<file path="src/sv/mel_pkg.sv">
package mel_pkg;

  // log geometry and timer width
  localparam int LOG_DEPTH = 12;
  localparam int TIME_BITS = 32;
  localparam int ADDR_W    = (LOG_DEPTH > 1) ? $clog2(LOG_DEPTH) : 1;
  localparam int CNT_W     = $clog2(LOG_DEPTH + 1);
  localparam int AGE_SHIFT = 3;
  localparam int AGE_MAX   = 63;

  // status nibbles of the channel messages
  localparam logic [3:0] TYPE_NOTE_OFF = 4'h8;
  localparam logic [3:0] TYPE_NOTE_ON  = 4'h9;
  localparam logic [3:0] TYPE_CTRL     = 4'hB;
  localparam logic [3:0] TYPE_PROGRAM  = 4'hC;
  localparam logic [3:0] TYPE_PRESSURE = 4'hD;
  localparam logic [3:0] TYPE_BEND     = 4'hE;
  localparam logic [3:0] CHAN_MASK     = 4'hF;

  typedef enum logic [1:0] {
    ACT_BYTE = 2'd0,
    ACT_TICK = 2'd1,
    ACT_READ = 2'd2
  } action_t;

  typedef enum logic [1:0] {
    KIND_APPEND = 2'd0,
    KIND_MERGE  = 2'd1,
    KIND_READ   = 2'd2
  } kind_t;

  typedef enum logic [3:0] {
    ST_IDLE,
    ST_RD_REQ,
    ST_RD_OUT,
    ST_RD_MISS,
    ST_HEAD_REQ,
    ST_HEAD_CHK,
    ST_SCAN_REQ,
    ST_SCAN_CHK,
    ST_MERGE,
    ST_APPEND
  } state_t;

  typedef struct packed {
    logic [1:0] action;
    logic [7:0] byte_value;
    logic [3:0] read_index;
  } req_word_t;

  typedef struct packed {
    logic [1:0]  resp_kind;
    logic [3:0]  slot;
    logic        entry_valid;
    logic [31:0] stamp;
    logic [3:0]  msg_type;
    logic [3:0]  chan;
    logic [7:0]  data_first;
    logic [7:0]  data_second;
    logic [5:0]  age_level;
    logic [3:0]  entry_count;
  } rsp_word_t;

  typedef struct packed {
    logic [3:0] msg_type;
    logic [3:0] chan;
    logic [7:0] data_first;
    logic [7:0] data_second;
  } msg_t;

  typedef struct packed {
    logic [TIME_BITS-1:0] stamp;
    msg_t                 msg;
  } entry_t;

  localparam int ENTRY_W = $bits(entry_t);

endpackage

</file>
<file path="src/sv/midi_event_log.sv">
// a timer tick or an incomplete byte is taken in idle; a read of a stored entry passes
// ST_RD_REQ and ST_RD_OUT, any other read goes to ST_RD_MISS; a finished message goes to
// ST_APPEND into an empty log, else ST_HEAD_REQ and ST_HEAD_CHK, then ST_MERGE or ST_APPEND
// one word per pass, taken only in idle once the last result is loaded; a note-off search
// reads and compares one log entry at a time in ST_SCAN_REQ and ST_SCAN_CHK through the single registered ram port
// reset: clears timer, entry count, ring head, parser and handshake; the log ram is not cleared
module midi_event_log
  import mel_pkg::*;
(
  input  logic      clk,
  input  logic      rst,
  input  logic      req_valid,
  output logic      req_ready,
  input  req_word_t req,
  output logic      rsp_valid,
  input  logic      rsp_ready,
  output rsp_word_t rsp
);

  state_t               state, state_next;
  logic [TIME_BITS-1:0] tick;
  logic [CNT_W-1:0]     count;
  logic [ADDR_W-1:0]    head;
  logic [7:0]           pend_status;
  logic [7:0]           pend_first;
  logic [1:0]           held;
  msg_t                 msg;
  logic [3:0]           pos;

  logic                 accept;
  logic                 out_free;
  logic [ADDR_W:0]      phys_sum;
  logic [ADDR_W-1:0]    phys;
  logic [ADDR_W-1:0]    head_dec;
  logic [CNT_W-1:0]     count_inc;
  logic                 ram_wr_en;
  logic [ADDR_W-1:0]    ram_wr_addr;
  entry_t               ram_wr_data;
  logic                 ram_rd_en;
  logic [ENTRY_W-1:0]   ram_rd_data;
  entry_t               rd;
  logic                 rsp_load;
  rsp_word_t            rsp_next;

  logic [3:0]           ptype;
  logic                 status_ok;
  logic                 complete_now;
  msg_t                 msg_new;
  logic                 read_hit;
  logic                 head_is_on;
  logic                 scan_hit;
  logic                 type_ok;
  logic                 data_ok;
  logic                 merge_ok;
  logic                 need_scan;
  logic                 scan_more;
  logic [TIME_BITS-1:0] age_diff;
  logic [TIME_BITS-1:0] age_shift;
  logic [5:0]           age;

  assign accept   = req_valid && req_ready;
  assign out_free = !rsp_valid || rsp_ready;
  assign rd       = entry_t'(ram_rd_data);

  // logical position to ring address
  assign phys_sum  = {1'b0, head} + (ADDR_W + 1)'(pos);
  assign phys      = (phys_sum >= (ADDR_W + 1)'(LOG_DEPTH)) ?
                     ADDR_W'(phys_sum - (ADDR_W + 1)'(LOG_DEPTH)) : ADDR_W'(phys_sum);
  assign head_dec  = (head == '0) ? ADDR_W'(LOG_DEPTH - 1) : head - ADDR_W'(1);
  assign count_inc = (count < CNT_W'(LOG_DEPTH)) ? count + CNT_W'(1) : count;

  // byte parser decode
  assign ptype        = pend_status[7:4];
  assign status_ok    = (req.byte_value[7:4] >= TYPE_NOTE_OFF) &&
                        (req.byte_value[7:4] <= TYPE_BEND);
  assign complete_now = (req.action == ACT_BYTE) &&
                        (((held == 2'd1) && ((ptype == TYPE_PROGRAM) ||
                                             (ptype == TYPE_PRESSURE))) ||
                         (held == 2'd2));
  assign msg_new.msg_type    = ptype;
  assign msg_new.chan        = pend_status[3:0] & CHAN_MASK;
  assign msg_new.data_first  = (held == 2'd1) ? req.byte_value : pend_first;
  assign msg_new.data_second = (held == 2'd1) ? 8'd0 : req.byte_value;
  assign read_hit            = 8'(req.read_index) < 8'(count);

  // shared entry compare on the ram read data
  assign head_is_on = (rd.msg.msg_type == TYPE_NOTE_ON) &&
                      (rd.msg.data_first == msg.data_first);
  assign scan_hit   = head_is_on && (rd.msg.chan == msg.chan);
  assign type_ok    = (msg.msg_type == rd.msg.msg_type) ||
                      ((msg.msg_type == TYPE_NOTE_OFF) && (rd.msg.msg_type == TYPE_NOTE_ON));
  assign data_ok    = (((msg.msg_type == TYPE_NOTE_OFF) || (msg.msg_type == TYPE_CTRL)) &&
                       (rd.msg.data_first == msg.data_first)) ||
                      (msg.msg_type == TYPE_BEND) || (msg.msg_type == TYPE_PRESSURE);
  assign merge_ok   = (rd.msg.chan == msg.chan) && type_ok && data_ok;
  assign need_scan  = (msg.msg_type == TYPE_NOTE_OFF) && !head_is_on;
  assign scan_more  = (8'(pos) + 8'd1) < 8'(count);

  // age of the entry read, saturated
  assign age_diff  = tick - rd.stamp;
  assign age_shift = age_diff >> AGE_SHIFT;
  assign age       = (age_shift > TIME_BITS'(AGE_MAX)) ? 6'(AGE_MAX) : age_shift[5:0];

  // next state
  always_comb begin
    state_next = state;
    unique case (state)
      ST_IDLE: begin
        if (accept) begin
          case (req.action)
            ACT_BYTE: begin
              if (complete_now) begin
                state_next = (count == '0) ? ST_APPEND : ST_HEAD_REQ;
              end
            end
            ACT_READ: state_next = read_hit ? ST_RD_REQ : ST_RD_MISS;
            default:  state_next = ST_IDLE;
          endcase
        end
      end
      ST_RD_REQ:   state_next = ST_RD_OUT;
      ST_RD_OUT:   if (out_free) state_next = ST_IDLE;
      ST_RD_MISS:  if (out_free) state_next = ST_IDLE;
      ST_HEAD_REQ: state_next = ST_HEAD_CHK;
      ST_HEAD_CHK: begin
        if (need_scan) begin
          state_next = ST_SCAN_REQ;
        end else begin
          state_next = merge_ok ? ST_MERGE : ST_APPEND;
        end
      end
      ST_SCAN_REQ: state_next = ST_SCAN_CHK;
      ST_SCAN_CHK: begin
        if (scan_hit) begin
          state_next = ST_MERGE;
        end else begin
          state_next = scan_more ? ST_SCAN_REQ : ST_APPEND;
        end
      end
      ST_MERGE:    if (out_free) state_next = ST_IDLE;
      ST_APPEND:   if (out_free) state_next = ST_IDLE;
      default:     state_next = ST_IDLE;
    endcase
  end

  // sequencer outputs
  always_comb begin
    req_ready   = 1'b0;
    ram_rd_en   = 1'b0;
    ram_wr_en   = 1'b0;
    ram_wr_addr = phys;
    rsp_load    = 1'b0;
    ram_wr_data.stamp = tick;
    ram_wr_data.msg   = msg;
    rsp_next = '0;
    rsp_next.slot        = pos;
    rsp_next.entry_count = 4'(count);
    unique case (state) inside
      ST_IDLE: req_ready = 1'b1;
      ST_RD_REQ, ST_HEAD_REQ, ST_SCAN_REQ: ram_rd_en = 1'b1;
      ST_RD_OUT: begin
        rsp_load             = out_free;
        rsp_next.resp_kind   = KIND_READ;
        rsp_next.entry_valid = 1'b1;
        rsp_next.stamp       = 32'(rd.stamp);
        rsp_next.msg_type    = rd.msg.msg_type;
        rsp_next.chan        = rd.msg.chan;
        rsp_next.data_first  = rd.msg.data_first;
        rsp_next.data_second = rd.msg.data_second;
        rsp_next.age_level   = age;
      end
      ST_RD_MISS: begin
        rsp_load           = out_free;
        rsp_next.resp_kind = KIND_READ;
      end
      ST_MERGE, ST_APPEND: begin
        rsp_load             = out_free;
        ram_wr_en            = out_free;
        rsp_next.entry_valid = 1'b1;
        rsp_next.stamp       = 32'(tick);
        rsp_next.msg_type    = msg.msg_type;
        rsp_next.chan        = msg.chan;
        rsp_next.data_first  = msg.data_first;
        rsp_next.data_second = msg.data_second;
        if (state == ST_APPEND) begin
          ram_wr_addr          = head_dec;
          rsp_next.resp_kind   = KIND_APPEND;
          rsp_next.slot        = 4'd0;
          rsp_next.entry_count = 4'(count_inc);
        end else begin
          rsp_next.resp_kind   = KIND_MERGE;
        end
      end
      default: req_ready = 1'b0;
    endcase
  end

  // control and parser registers
  always_ff @(posedge clk) begin
    if (rst) begin
      state       <= ST_IDLE;
      tick        <= '0;
      count       <= '0;
      head        <= '0;
      pend_status <= 8'd0;
      pend_first  <= 8'd0;
      held        <= 2'd0;
      pos         <= 4'd0;
      rsp_valid   <= 1'b0;
    end else begin
      state <= state_next;
      if (accept) begin
        case (req.action)
          ACT_TICK: tick <= tick + TIME_BITS'(1);
          ACT_READ: pos <= req.read_index;
          ACT_BYTE: begin
            if (held == 2'd0) begin
              if (status_ok) begin
                pend_status <= req.byte_value;
                held        <= 2'd1;
              end
            end else if (complete_now) begin
              pend_status <= 8'd0;
              held        <= 2'd0;
              pos         <= 4'd0;
            end else begin
              pend_first <= req.byte_value;
              held       <= 2'd2;
            end
          end
          default: held <= held;
        endcase
      end
      if ((state == ST_SCAN_CHK) && !scan_hit && scan_more) begin
        pos <= pos + 4'd1;
      end
      if ((state == ST_HEAD_CHK) && need_scan) begin
        pos <= 4'd0;
      end
      if ((state == ST_APPEND) && out_free) begin
        head  <= head_dec;
        count <= count_inc;
      end
      if (rsp_load) begin
        rsp_valid <= 1'b1;
      end else if (rsp_ready) begin
        rsp_valid <= 1'b0;
      end
    end
  end

  // message and result words
  always_ff @(posedge clk) begin
    if (accept && complete_now) begin
      msg <= msg_new;
    end
    if (rsp_load) begin
      rsp <= rsp_next;
    end
  end

  mel_ram #(
    .WIDTH (ENTRY_W),
    .DEPTH (LOG_DEPTH)
  ) u_log_ram (
    .clk     (clk),
    .wr_en   (ram_wr_en),
    .wr_addr (ram_wr_addr),
    .wr_data (ram_wr_data),
    .rd_en   (ram_rd_en),
    .rd_addr (phys),
    .rd_data (ram_rd_data)
  );

`ifndef NO_ASSERTIONS
  // log fill never passes its depth
  a_count_bound: assert property (@(posedge clk) disable iff (rst)
    8'(count) <= 8'(LOG_DEPTH))
    else $error("entry count above log depth");

  // the search only visits stored entries
  a_scan_in_range: assert property (@(posedge clk) disable iff (rst)
    (state == ST_SCAN_CHK) |-> (8'(pos) < 8'(count)))
    else $error("search position beyond stored entries");

  // history check needs at least one entry
  a_head_nonempty: assert property (@(posedge clk) disable iff (rst)
    (state == ST_HEAD_REQ) |-> (count != '0))
    else $error("history check with empty log");

  // write results carry a fresh entry
  a_write_fresh: assert property (@(posedge clk) disable iff (rst)
    (rsp_valid && (rsp.resp_kind != KIND_READ)) |->
      (rsp.entry_valid && (rsp.age_level == 6'd0)))
    else $error("write result not fresh");
`endif

endmodule

</file>
<file path="src/sv/mel_ram.sv">
module mel_ram #(
  parameter int WIDTH = 8,
  parameter int DEPTH = 16
) (
  input  logic                                  clk,
  input  logic                                  wr_en,
  input  logic [((DEPTH > 1) ? $clog2(DEPTH) : 1)-1:0] wr_addr,
  input  logic [WIDTH-1:0]                      wr_data,
  input  logic                                  rd_en,
  input  logic [((DEPTH > 1) ? $clog2(DEPTH) : 1)-1:0] rd_addr,
  output logic [WIDTH-1:0]                      rd_data
);

  logic [WIDTH-1:0] mem [DEPTH];

  // one write port, one registered read port
  always_ff @(posedge clk) begin
    if (wr_en) begin
      mem[wr_addr] <= wr_data;
    end
    if (rd_en) begin
      rd_data <= mem[rd_addr];
    end
  end

endmodule

</file>
<file path="config.mk">
export PLATFORM = sky130hd
export DESIGN_NAME = midi_event_log
export DESIGN_NICKNAME = d
export VERILOG_FILES = /design/src/sv/mel_pkg.sv /design/src/sv/midi_event_log.sv /design/src/sv/mel_ram.sv
export SDC_FILE = /design/constraint.sdc
export NUM_CORES = 1
export LEC_CHECK = 0
export BUFFER_PORTS_ARGS = -buffer_cell sky130_fd_sc_hd__clkbuf_2
export CAP_MARGIN = 20
export CORE_UTILIZATION = 60
export CTS_CLUSTER_SIZE = 30
export DETAILED_ROUTE_END_ITERATION = 10
export PLACE_DENSITY = 0.74
export SLEW_MARGIN = 20
export SYNTH_ARGS = -nofsm -noshare
export SYNTH_HDL_FRONTEND = slang
export SYNTH_SLANG_ARGS = --single-unit
</file>
<file path="constraint.sdc">
create_clock -name clk -period 9 [get_ports clk]
set_clock_uncertainty 0.2 [all_clocks]
set_input_delay 1.35 -clock clk [delete_from_list [all_inputs] [get_ports clk]]
set_output_delay 1.35 -clock clk [all_outputs]
set_load 0.03 [all_outputs]
</file>
# == Word-level counts from Yosys, hierarchy flattened ==
# Memories as Yosys holds them, arrays and structs flattened. A register that Yosys moved wholly into a read port is not among the register bits.
# Cells that the tools add are included.
# classes
magnitude_cmp,7
n_bitwise,2
n_reduce_logical,46
n_addsub,8
n_eq_ne,29
mux,44
# op_table
operator,count
$pmux W57 S2,1
$mux W4,20
$eq A4 B4 Y1 const B,9
$add A32 B1 Y32 const B,1
$mux W8,4
$sub A32 B32 Y32,1
$gt A29 B6 Y1 const B,1
$pmux W4 S7,1
$eq A4 B3 Y1 const B,4
$logic_and A1 B1 Y1,16
$pmux W4 S2,2
$logic_not A4 Y1,3
$reduce_and A4 Y1,3
$mux W1,10
$add A4 B1 Y4 const B,2
$eq A4 B2 Y1 const B,2
$eq A4 B4 Y1,2
$eq A8 B8 Y1,1
$mux W2,4
$logic_or A1 B1 Y1,7
$mux W6,1
$ne A3 B2 Y1 const B,2
$reduce_and A3 Y1,2
$reduce_bool A2 Y1,3
other kinds (25),34
# word_totals
n_memories,1
ramBits,672
input_bits,18
register_bits,164
word_cells,160
# mem_list
memory,words,word_bits,read_ports,rd_clocked_by_memory_dff,wr,line_no,source
u_log_ram.mem,12,56,1,1,1,mel_ram.sv:14,logic [WIDTH-1:0] mem [DEPTH];

# == Logic depth before layout (Yosys ltp) ==
# logic_depth
ltp_word,10
ltp_mapped,14
ltp_nobuf,13

# == By module ==
# From an unflattened synthesis, not the netlist that was laid out.
# hier_totals
cells_unflattened,2116
hier_area_um2,36779.0
# modules_own_cells
module,area_per_inst_um2,cells_each,seq_area_each_um2,instances
mel_ram,27350.0,1147,21861.0,1
midi_event_log,9429.0,969,4254.1,1

# == Worst setup path before layout ==
# No wires, ideal clock.
# synth_path
path_type,register to register
from,register pos[1]
to,memory u_log_ram.mem[10][0] (netlist bit) (enable)
path_stages_with_launch,15
setup_time_ps,470
required_ps,8330
path_buffers,1
slack_ps,3106
arrival_ps,5224
cell_sequence,dfxtp_1 -> ha_1 -> a21o_1 -> a21oi_1 -> xor2_1 -> inv_1 -> ha_1 -> a221oi_1 -> nor2b_1 -> nor2_1 -> a21oi_1 -> clkbuf_1 -> mux2i_1 -> nand2b_1 -> nor2_1
# synth_between
elab_chain_cells,5
word_cells_on_any_way,6
# synth_lines
item,line_no,source
start: declaration,midi_event_log.sv:28,logic [3:0] pos;
start signal: assignment,midi_event_log.sv:215,ACT_READ: pos <= req.read_index;
start signal: assignment,midi_event_log.sv:235,pos <= pos + 4'd1;
$add A4 B4 Y5 (*),midi_event_log.sv:66,"assign phys_sum = {1'b0, head} + (ADDR_W + 1)'(pos);"
$sub A4 B4 Y4 or $ge A5 B4 Y1 (tied branches),"midi_event_log.sv:68, midi_event_log.sv:67",
$mux W4 (*),midi_event_log.sv:67,assign phys = (phys_sum >= (ADDR_W + 1)'(LOG_DEPTH)) ?
$mux W4,midi_event_log.sv:185,if (state == ST_APPEND) begin
$mux W4 (*),midi_event_log.sv:158,unique case (state) inside
end: declaration,mel_ram.sv:14,
# Every way passes the cells marked *; elsewhere a longest branch is shown, timed or not.

# == Worst setup path in the final report ==
# layout_path
from,register pos[0]
to,memory u_log_ram.mem[10][47] (netlist bit) (enable)
# The elaborated chain is that of the path after synthesis.

==> PnR_summary.wiki <==
{| class="wikitable"
! Metric !! Value
|-
| Post-Syn Area || 36400 µm²
|-
| Shortest clock period the worst path allows after layout || 6.12 ns
|-
| FILL cells || 3796
|-
| Share of final-layout standard cells stronger than drive strength 1 || 20.0%
|-
| Wire per inst || 26.9 µm
|-
| Most frequent cells in the layout || sky130_fd_sc_hd__edfxtp_1, sky130_fd_sc_hd__nand2_1, sky130_fd_sc_hd__mux4_2, sky130_fd_sc_hd__o21ai_0, sky130_fd_sc_hd__clkbuf_2
|-
| Switching fraction of total power || 22.2%
|-
| Initial antenna violation count || 1
|-
| DRT antenna net count || 0
|-
| NumNets Final || 2337
|-
| Most common cell after layout, fill and taps aside || sky130_fd_sc_hd__edfxtp_1
|-
| Post-Syn Area per Cell || 16.9 µm²
|-
| RSZ-0062 raised after global routing || false
|-
| Total Routing Usage GR || 28.1%
|-
| Finish-stage setup viols || 0
|-
| Count of maximum capacitance violations || 0
|-
| CTS resizes || 0
|-
| Final Worst Setup Slack || 2.88 ns
|-
| CTS Buf Count || 88
|-
| Minimum hold slack || 0.235 ns
|-
| Endpoint kind of the worst setup timing path || flip-flop
|-
| Syn Nets || 2216
|-
| Largest net degree at the start of global routing || 89
|-
| Static leakage power || 13.2 nW
|-
| Place WS || 2.89 ns
|-
| Critical path data arrival time || 6.23 ns
|-
| CP Launch Type || flip-flop
|-
| Row count || 89
|-
| Tightest slew margin relative to the limit || 28.7%
|-
| Combinational share of power || 6.7%
|-
| Total die area || 61700 µm²
|-
| Number of primary I/O pins || 93
|-
| Remaining DRCs || 0
|-
| Synth-to-layout area growth || 12.4%
|-
| Fmax achieved || 0.163 GHz
|-
| DR vias/cell || 6.39
|-
| Power Density || 221 nW/µm²
|-
| Antenna cells || 0
|-
| Worst vdd ir || 258 µV
|-
| Clock Pin Slew Worst Setup and Hold Paths || 0.06 ns
|-
| Routed wire length || 84.0 mm
|-
| Number of hold violations in the final report || 0
|-
| Psw || 2.00 mW
|-
| Library cells used by synthesis || 73
|-
| Data required time at the worst endpoint || 9.11 ns
|-
| Final weighted congestion of routability-driven global placement || 0.846
|-
| Transition time at the pin with the least slew margin || 1.07 ns
|-
| Number of enable-type register cells in the synthesized netlist || 825
|-
| Portion of the post-synthesis area used by sequential elements || 71.7%
|-
| Flops & latches, synth || 892
|-
| Internal cell power || 7.04 mW
|-
| Async SR Flop Fraction || 0%
|-
| Yosys Warn Count || 0
|-
| Clock share of power || 41.9%
|-
| Iteration-0 DRC count of the detailed router || 2000
|-
| CP Max Fanout || 52
|-
| Post-CTS Hold Buffers || 0
|-
| Starting density of the core || 61.2%
|-
| Library cell used as clock root buffer || sky130_fd_sc_hd__clkbuf_16
|-
| Total negative slack || 0 ns
|-
| Sequential share of power || 51.4%
|-
| GR Overflow Total || 0
|-
| Deepest clock path buffer count || 3
|-
| Clock network latency to the later pin of the worst-skew pair || 0.65 ns
|-
| 1st-pass router iterations || 5
|-
| TritonCTS clock tree || yes
|-
| Post-synthesis instance total || 2150
|-
| Pins over their slew limit || 0
|-
| Area of the placeable core || 59500 µm²
|-
| Post-CTS setup-driven buffer insertion count || 0
|-
| Path type of the worst min-delay path || reg2reg
|-
| Result of the run || finished clean
|-
| Area of placed instances || 37900 µm²
|-
| Wire length of the first global-routing pass || 125 mm
|-
| Number of vias in the routed layout || 19900
|-
| Port buffer count || 92
|-
| Predominant post-synthesis flop cell || sky130_fd_sc_hd__edfxtp_1
|-
| Finished Cell Area || 40900 µm²
|-
| Period Utilization, post-route || 68.0%
|-
| Y dimension of the die || 248 µm
|-
| Die outline width || 248 µm
|-
| Via count of the first global-routing pass || 20100
|-
| Num Clock Sinks || 892
|-
| Maximum level of the CTS H-tree || 3
|-
| Start-to-end type of the worst setup path || reg2reg
|-
| Half-perimeter wire length after placement || 50.4 mm
|}
## per-stage QoR
stage	total power [mW]	std cells	util, %
final	9.04	3119	68.8
after global routing	9.29	3119	68.8
after CTS	9.09	3119	68.8
after detailed placement	5.34	2954	63.8
after global placement	5.33	2954	63.8
after floorplan	5.14	2150	-
## cells in the mapped netlist, types with 7 or more instances
| cell type | count | area, µm² |
|---|---|---|
| sky130_fd_sc_hd__edfxtp_1 | 825 | 24800 |
| sky130_fd_sc_hd__nand2_1 | 182 | 683 |
| sky130_fd_sc_hd__mux4_2 | 168 | 3780 |
| sky130_fd_sc_hd__o21ai_0 | 108 | 541 |
| sky130_fd_sc_hd__nor2_1 | 106 | 398 |
| sky130_fd_sc_hd__clkbuf_1 | 83 | 312 |
| sky130_fd_sc_hd__mux2i_1 | 75 | 751 |
| sky130_fd_sc_hd__dfxtp_1 | 67 | 1340 |
| sky130_fd_sc_hd__a21oi_1 | 61 | 305 |
| sky130_fd_sc_hd__inv_1 | 49 | 184 |
| sky130_fd_sc_hd__ha_1 | 47 | 588 |
| sky130_fd_sc_hd__xor2_1 | 42 | 368 |
| sky130_fd_sc_hd__nand3_1 | 35 | 175 |
| sky130_fd_sc_hd__a22o_1 | 26 | 228 |
| sky130_fd_sc_hd__xnor2_1 | 22 | 193 |
| sky130_fd_sc_hd__nand4_1 | 19 | 119 |
| sky130_fd_sc_hd__nor3_1 | 18 | 90.1 |
| sky130_fd_sc_hd__a31oi_1 | 14 | 87.6 |
| sky130_fd_sc_hd__buf_1 | 14 | 52.6 |
| sky130_fd_sc_hd__a21o_1 | 13 | 97.6 |
| sky130_fd_sc_hd__and2_1 | 11 | 68.8 |
| sky130_fd_sc_hd__nand2b_1 | 11 | 68.8 |
| sky130_fd_sc_hd__nor2b_1 | 11 | 68.8 |
| sky130_fd_sc_hd__o21ai_1 | 10 | 50.1 |
| sky130_fd_sc_hd__and3_1 | 9 | 56.3 |
| sky130_fd_sc_hd__o21a_1 | 9 | 67.6 |
| sky130_fd_sc_hd__o22ai_1 | 9 | 56.3 |
| sky130_fd_sc_hd__o211ai_1 | 8 | 60.1 |
| sky130_fd_sc_hd__or3_1 | 8 | 50.1 |
| sky130_fd_sc_hd__a211oi_1 | 7 | 52.6 |
## worst max-delay path: stages, from the launching register on
cell                       delay, ns
sky130_fd_sc_hd__dfxtp_1        0.39
sky130_fd_sc_hd__ha_4           0.20
sky130_fd_sc_hd__fa_4           1.26
sky130_fd_sc_hd__nor2_1         0.08
sky130_fd_sc_hd__a221oi_1       0.83
sky130_fd_sc_hd__nor2b_1        0.22
sky130_fd_sc_hd__nor2_1         0.07
sky130_fd_sc_hd__a21oi_4        0.10
sky130_fd_sc_hd__buf_4          0.46
sky130_fd_sc_hd__mux2i_1        0.25
sky130_fd_sc_hd__nand2b_1       0.38
sky130_fd_sc_hd__nor2_4         0.90
sky130_fd_sc_hd__buf_4          0.42
## flip-flops by register name, summed over array words and instances (netlist names), 2 cells and up
register,count
tick,32
u_log_ram.mem,672
state,4
pend_first,8
held,2
count,4
rsp,73
msg,24
pend_status,8
pos,4
head,4
u_log_ram.rd_data,56
## path summary, 6_finish.rpt
kind,start,cells past startpoint,slack [ns],to
setup / recovery,pos[0],12,2.88,u_log_ram.mem[10][47]
hold / removal,pend_status[2],0,0.24,msg[18]
setup reg to reg,pos[0],12,2.88,u_log_ram.mem[10][47]
hold reg to reg,pend_status[2],0,0.24,msg[18]
## layout make-up
| type | count | area [µm²] | share of cell area, % |
|---|---|---|---|
| Inverter | 50 | 188 | 0.458 |
| Tap cell | 773 | 967 | 2.36 |
| Clock inverter | 50 | 602 | 1.47 |
| Multi-Input combinational cell | 1107 | 9890 | 24.2 |
| Clock buffer | 115 | 2400 | 5.86 |
| Sequential cell | 892 | 26100 | 63.8 |
| Timing Repair Buffer | 132 | 773 | 1.89 |
## logic make-up (layout without fill, tap and decap cells)
| family | count (synthesis) | count (layout) | share of synthesized area [%] |
|---|---|---|---|
| fa+ha+maj | 48 | 48 | 1.67 |
| flops | 892 | 892 | 71.7 |
| compound gates | 305 | 305 | 5.25 |
| mux | 247 | 247 | 12.6 |
| simple gates | 443 | 443 | 5.69 |
| buf+inv | 151 | 347 | 1.57 |
| xor+xnor | 64 | 64 | 1.54 |
## layer usage
metal / vias to the layer above / share of wire [%] / track usage (%) / wire [µm]
met5: - / 0 / 0 / 0
met2: 876 / 49 / 46.2 / 41400
met1: 10200 / 40 / 38.1 / 33500
li1: 8730 / - / - / -
met4: 0 / 3.3 / 9.95 / 2800
met3: 148 / 7.5 / 5.07 / 6270
## power by group through the flow
| stage | registers (mW) | logic (mW) | clock network [mW] |
|---|---|---|---|
| after CTS | 4.65 | 0.607 | 3.84 |
| after detailed placement | 4.73 | 0.603 | 0 |
| after global routing | 4.66 | 0.646 | 3.99 |
| after global placement | 4.73 | 0.597 | 0 |
| after floorplan | 4.80 | 0.341 | 0 |
| final | 4.65 | 0.603 | 3.79 |
(Power assumes the default switching activity.)
